===== config.mk =====
export PLATFORM = sky130hd
export DESIGN_NAME = ptc_crc
export DESIGN_NICKNAME = d
export VERILOG_FILES = /design/src/rtl/ptc_pkg.sv /design/src/rtl/ptc_crc.sv
export SDC_FILE = /design/constraint.sdc
export NUM_CORES = 1
export LEC_CHECK = 0
export ABC_AREA = 1
export ABC_CLOCK_PERIOD_IN_PS = 4100
export BUFFER_PORTS_ARGS = -buffer_cell sky130_fd_sc_hd__buf_2
export CAP_MARGIN = 20
export CORE_ASPECT_RATIO = 1.75
export CORE_UTILIZATION = 25
export DETAILED_ROUTE_END_ITERATION = 10
export HOLD_SLACK_MARGIN = 0.12
export SYNTH_ARGS = -nofsm -noshare
export SYNTH_HDL_FRONTEND = slang
export SYNTH_SLANG_ARGS = --single-unit

===== constraint.sdc =====
create_clock -name clk -period 4.1 [get_ports clk]
set_input_delay 0.205 -clock clk [delete_from_list [all_inputs] [get_ports clk]]
set_output_delay 0.205 -clock clk [all_outputs]
set_load 0.01 [all_outputs]

===== src/rtl/ptc_pkg.sv =====
`timescale 1ns / 1ps

package ptc_pkg;

    // Calibration register indexes
    typedef enum logic [2:0] {
        REG_FACTORY   = 3'd0,
        REG_SENS      = 3'd1,
        REG_OFFSET    = 3'd2,
        REG_SENS_TEMP = 3'd3,
        REG_OFF_TEMP  = 3'd4,
        REG_REF_TEMP  = 3'd5,
        REG_TEMP_SLOPE = 3'd6,
        REG_CRC       = 3'd7
    } ptc_reg_t;

    localparam int NUM_REGS = 8;

    localparam logic [15:0] CRC_POLY = 16'h3000;

    // Status of the CRC unit as seen by the datapath
    typedef struct packed {
        logic busy;
        logic ok;
    } ptc_crc_stat_t;

    // Fold one byte into the CRC remainder, eight bit steps
    function automatic logic [15:0] crc_byte(input logic [15:0] rem, input logic [7:0] data);
        logic [15:0] r;
        r = rem ^ {8'h00, data};
        for (int j = 0; j < 8; j++)
        begin
            if (r[15])
            begin
                r = {r[14:0], 1'b0} ^ CRC_POLY;
            end
            else
            begin
                r = {r[14:0], 1'b0};
            end
        end
        return r;
    endfunction

endpackage


===== src/rtl/ptc_crc.sv =====
`timescale 1ns / 1ps

module ptc_crc (
    input  logic                  clk,
    input  logic                  rst_n,
    input  logic                  restart,
    input  logic [15:0]           words [ptc_pkg::NUM_REGS],
    output ptc_pkg::ptc_crc_stat_t stat
);

    logic        run_reg, run_next;
    logic [3:0]  cnt_reg, cnt_next;
    logic [15:0] rem_reg, rem_next;
    logic        ok_reg, ok_next;
    logic [15:0] word;
    logic [7:0]  data;
    logic [15:0] rem_step;

    // Pick the byte for this step, most significant byte first
    always_comb
    begin
        word = words[cnt_reg[3:1]];
        if (cnt_reg[3:1] == ptc_pkg::REG_CRC)
        begin
            word = {word[15:8], 8'h00};
        end
        data = cnt_reg[0] ? word[7:0] : word[15:8];
        rem_step = ptc_pkg::crc_byte(rem_reg, data);
    end

    // Advance one byte per cycle; restart on any calibration write
    always_comb
    begin
        run_next = run_reg;
        cnt_next = cnt_reg;
        rem_next = rem_reg;
        ok_next  = ok_reg;
        if (restart)
        begin
            run_next = 1'b1;
            cnt_next = 4'd0;
            rem_next = 16'h0000;
        end
        else if (run_reg)
        begin
            rem_next = rem_step;
            cnt_next = cnt_reg + 4'd1;
            if (cnt_reg == 4'hF)
            begin
                run_next = 1'b0;
                ok_next  = (rem_step[15:12] == words[ptc_pkg::REG_CRC][3:0]);
            end
        end
    end

    // All-zero calibration words give a matching CRC, so reset to ok
    always_ff @(posedge clk or negedge rst_n)
    begin
        if (!rst_n)
        begin
            run_reg <= 1'b0;
            cnt_reg <= 4'd0;
            rem_reg <= 16'h0000;
            ok_reg  <= 1'b1;
        end
        else
        begin
            run_reg <= run_next;
            cnt_reg <= cnt_next;
            rem_reg <= rem_next;
            ok_reg  <= ok_next;
        end
    end

    assign stat.busy = run_reg;
    assign stat.ok   = ok_reg;

endmodule


### Yosys cells after proc, flatten, opt, wreduce, memory -nomap -nowiden

Cells that the tools add are included.

| storage, ports and cells | value |
|---|---|
| flip-flop bits (word level) | 22 |
| output and inout port bits | 2 |
| input bits | 131 |

| cells by class | value |
|---|---|
| add/sub/neg operators | 1 |
| order comparisons | 1 |
| equality and inequality tests | 3 |
| reductions and logical operators | 2 |
| bitwise gates (word level) | 11 |
| mux-type cells | 20 |

Operators with widths:

| operator | count |
|---|---|
| 2-to-1 mux 14 bit | 8 |
| 2-to-1 mux 16 bit | 4 |
| binary-select mux 16 bit (select 3 bit) | 1 |
| 2-to-1 mux 8 bit | 2 |
| NOT 2 bit | 8 |
| XOR 16 x 8 -> 16 bit | 1 |
| 2-to-1 mux 4 bit | 2 |
| adder 4 x 1 -> 4 bit (second input constant) | 1 |
| equality test 4 bit | 1 |
| equality test 4 bit (second input constant) | 1 |
| >= comparator 4 bit (second input constant) | 1 |
| NOT 3 -> 4 bit | 1 |
| equality test 3 bit (second input constant) | 1 |
| 2-to-1 mux 1 bit | 3 |
| AND reduction 3 bit | 1 |
| nonzero test 2 bit | 1 |
| NOT 1 bit | 1 |

### Depth between registers and ports, before layout

| logic depth | value |
|---|---|
| depth after elaboration | 25 |
| depth in mapped cells | 16 |

### Worst setup path before layout

No wires, ideal clock.

| path | value |
|---|---|
| path kind | register to register |
| start point | register cnt_reg[1] |
| end point | register rem_reg[11] |
| arrival time | 1.477 ns |
| setup slack | 2.546 ns |
| cell stages (with the launch flop) | 8 |
| period minus slack after synthesis | 1.554 ns |
| path through | dfrtp_1 inv_2 buf_2 buf_1 nor2_1 o311ai_0 nand4_1 o21ai_1 |

| between the ends | value |
|---|---|
| longest elaborated chain between the ends | 17 |
| elaborated cells on any way between the ends | 18 |
| those cells by class | eq/ne: 1; mux: 15; bitwise: 2 |

RTL lines:

| item | RTL line | text |
|---|---|---|
| from (decl) | ptc_crc.sv:12 | `logic [3:0] cnt_reg, cnt_next;` |
| from (signal assigned) | ptc_crc.sv:69 | `cnt_reg <= cnt_next;` |
| NOT 3 -> 4 bit (not written as such) | ptc_crc.sv:22 | `word = words[cnt_reg[3:1]];` |
| binary-select mux 16 bit (select 3 bit) | ptc_crc.sv:22 |  |
| 2-to-1 mux 16 bit (not written as such) (2 in series) | ptc_crc.sv:22 |  |
| 2-to-1 mux 8 bit | ptc_crc.sv:23 | `if (cnt_reg[3:1] == ptc_pkg::REG_CRC)` |
| 2-to-1 mux 8 bit * | ptc_crc.sv:27 | `data = cnt_reg[0] ? word[7:0] : word[15:8];` |
| XOR 16 x 8 -> 16 bit * | ptc_pkg.sv:30 | `r = rem ^ {8'h00, data};` |
| 2-to-1 mux 14 bit * (8 in series) | ptc_pkg.sv:33 | `if (r[15])` |
| 2-to-1 mux 16 bit * | ptc_crc.sv:44 | `else if (run_reg)` |
| 2-to-1 mux 16 bit * | ptc_crc.sv:38 | `if (restart)` |
| to (signal assigned) | ptc_crc.sv:70 | `rem_reg <= rem_next;` |
| to (decl) | ptc_crc.sv:13 | `logic [15:0] rem_reg, rem_next;` |

Every way passes the cells marked *; elsewhere a longest branch is shown, timed or not. The select of a mux whose other input is x is not followed.
A chain may end at the register's enable or synchronous reset.

### Final worst setup path

| path | value |
|---|---|
| start point | register cnt_reg[2] |
| end point | register ok_reg |

| between the ends | value |
|---|---|
| longest elaborated chain between the ends | 18 |
| elaborated cells on any way between the ends | 23 |
| those cells by class | eq/ne: 3; mux: 13; bitwise: 6; reduce/logical: 1 |

RTL lines:

| item | RTL line | text |
|---|---|---|
| NOT 3 -> 4 bit (not written as such) | ptc_crc.sv:22 |  |
| binary-select mux 16 bit (select 3 bit) | ptc_crc.sv:22 |  |
| 2-to-1 mux 16 bit (not written as such) (2 in series) | ptc_crc.sv:22 |  |
| 2-to-1 mux 8 bit | ptc_crc.sv:23 |  |
| 2-to-1 mux 8 bit | ptc_crc.sv:27 |  |
| XOR 16 x 8 -> 16 bit | ptc_pkg.sv:30 |  |
| 2-to-1 mux 14 bit (6 in series) | ptc_pkg.sv:33 |  |
| NOT 2 bit (no line) | - |  |
| 2-to-1 mux 14 bit | ptc_pkg.sv:33 |  |
| NOT 2 bit (no line) | - |  |
| 2-to-1 mux 14 bit | ptc_pkg.sv:33 |  |
| equality test 4 bit | ptc_crc.sv:51 | `ok_next = (rem_step[15:12] == words[ptc_pkg::REG_CRC][3:0]);` |
| to (signal assigned) | ptc_crc.sv:71 | `ok_reg <= ok_next;` |
| to (decl) | ptc_crc.sv:14 | `logic ok_reg, ok_next;` |

Several ways; a longest one is shown, not always the timed one. The select of a mux whose other input is x is not followed.

==> qor.yml <==
status: "finished, violations left"
violations: "DRC"
hold_buffers: 1
cts_sinks: 14
hold_viol_final: 0
avgViaCountPerCell: 4.827
die_h_um: 123.1
min_period_ns: 2.330
largest_register_ff_count: 8
syn_to_final_growth_pct: 33.55
ys_seq_elements: 14
diodes: 0
critPathMaxFanout: 21
cts_setup_buffers: 0
place.gp.congestion: 0.8115
final_common_cell: "nand2_1"
final_cell_mix: "nand2_1 (165), buf_2 (128), nand3_1 (49), inv_1 (29), nor2_1 (28)"
p_leak_nw: 1.579
critPathRequiredTime_ns: 4.29
grt_overflow: 0
cp.arrival_ns: 2.52
io_buffers: 128
finalCritPeriodShare_pct: 56.84
cts_buffers: 3
hp-class: "input pin to register"
first_iter_violations: 122
switching_share_pct: 45.40
cp_slowest_stage_delay_ns: 0.73
clkPwrFrac_pct: 20.8
path_common_cell: "nand2_1"
cts_tree: "built"
drive_gt1_share_pct: 29.32
fin_util_pct: 34.91
grtUsageTotal_pct: 16.97
rsz0062_at_grt: "false"
synth_flop_cell: "dfrtp_1"
drv_cap: 0
critPathCaptureType: "register"
power.total_mw: 0.9174
p_sw_mw: 0.4165
num_vias: 2838
grt_antenna_before_repair: 0
yosysWarnings: 0
postSynthAreaPerCell_um2: 5.415
syn_nets: 519
wire_per_inst_um: 12.53
synth_edf_count: 0
drcViolationCount: 2
worstSetupPathType: "register to register"
num_rows: 43
clock-root-buffer: "clkbuf_16"
holdWs_ns: 0.1648
cp_cell_sequence: "inv_1, nand3_1, nand3_1, nand3_2, nand2_1, nand2_1, nand2_1, nand2_1, nand2_1, nor2_1, nand4_1, nand2_1"
fmax_mhz: 429.1
seq_area_frac_synth_pct: 16.78
cts_resized: 0
die_w_um: 71.21
fin_tns_setup_ns: 0
clock_path_buffers: 2
grt_max_degree: 59
cpMaxStageDelayCell: "dfrtp_1"
core_area_um2: 8016
ant_nets: 0
die_area_um2: 8767
grt_pass1_vias: 2689
netlist_area_um2: 2096
nets: 631
synth_cell_type_count: 32
async_flop_share_pct: 100.0
p_comb_share_pct: 58.8
wl_um: 7369
start_kind: "register"
setup_viol: 0
dr.pass1.iters: 9
seq_power_share_pct: 20.3
maxSlewViolCount: 0
vdd.ir_drop.worst_uv: 202.4
clkTransAtPathRegs_ns: 0.05
cellPowerDensity_nw_per_um2: 327.8
worstSkewPairLatency_ns: 0.25
synthCells: 387
worst_slew_pin_slew_ns: 0.8504
fillers: 904
grt_pass1_wl_um: 11970
p_int_mw: 0.5009
fin_skew_ns: 0.003599
maxSlewHeadroom_pct: 43.23
dpl.hpwl_um: 5881
start_util_pct: 26.14
htreeDepth: 1
ios: 133
==> power by group through the flow <==
stage / registers (mW) / logic [mW] / clock network [mW]
6_report: 0.187 / 0.540 / 0.191
2_1_floorplan: 0.181 / 0.405 / 0
3_3_place_gp: 0.187 / 0.530 / 0
4_1_cts: 0.186 / 0.542 / 0.189
5_1_grt: 0.192 / 0.618 / 0.199
3_5_place_dp: 0.187 / 0.540 / 0
==> synth_stat cells, types with 5 or more instances <==
cell type / count / area, um2
o211ai_1: 8 / 60.06
inv_2: 5 / 18.77
o21ai_0: 15 / 75.07
a21oi_1: 12 / 60.06
nand2_1: 165 / 619.3
dfrtp_1: 13 / 325.3
buf_4: 6 / 45.04
nand3_1: 49 / 245.2
nand4_1: 5 / 31.28
inv_1: 29 / 108.9
nor2_1: 28 / 105.1
buf_2: 10 / 50.05
==> final cells by class <==
cell class / count / area (um2) / area share (%)
inverters: 35 / 131.4 / 4.694
multi-input cells: 314 / 1458 / 52.08
clock buffers: 4 / 78.83 / 2.816
well taps: 90 / 112.6 / 4.023
repair buffers: 131 / 665.6 / 23.78
flip-flops and latches: 14 / 352.8 / 12.61
==> path summary, 6_finish.rpt <==
kind,start,end,slack [ns],depth (start not counted)
max,cnt_reg[2],ok_reg,1.77,12
min,restart,cnt_reg[3],0.16,2
max reg2reg,cnt_reg[2],ok_reg,1.77,12
min reg2reg,ok_reg,ok_reg,0.47,2
max in group asynchronous,rst_n,ok_reg,3.41,2
min in group asynchronous,rst_n,run_reg,0.40,2
==> cells by family (layout without fill, tap and decap cells) <==
group	count (synthesis)	after routing	synth area share, %
compound gates	54	54	16.42
xor+xnor	1	1	0.4180
fa+ha+maj	1	1	0.5969
buf+inv	59	170	13.67
flops	14	14	16.78
simple gates	258	258	52.12
==> stage by stage <==
step                std cells  worst slack [ns]  cell area [um2]
floorplan                 387             2.546             2096
global placement          583             1.775             2710
detailed placement        583             1.745             2710
CTS                       588             1.726             2799
global route              588             1.518             2799
finish                    588             1.770             2799
==> worst max-delay path, delay by kind of cell, from the launching register on <==
family,cells,cell delay [ns]
and+or+nand+nor,11,1.00
DFF,1,0.73
buffers and inverters,1,0.53
==> per-layer routing <==
layer  GRT usage, %  share of wire, %  vias to the layer above
met5              0                 0                        -
met4          5.125               2.3                        0
met3          1.467               3.3                       15
met2          32.92                55                       85
met1          19.21                39                     1251
li1               -                 -                     1487
No activity file was read; power rests on OpenSTA's default activity.
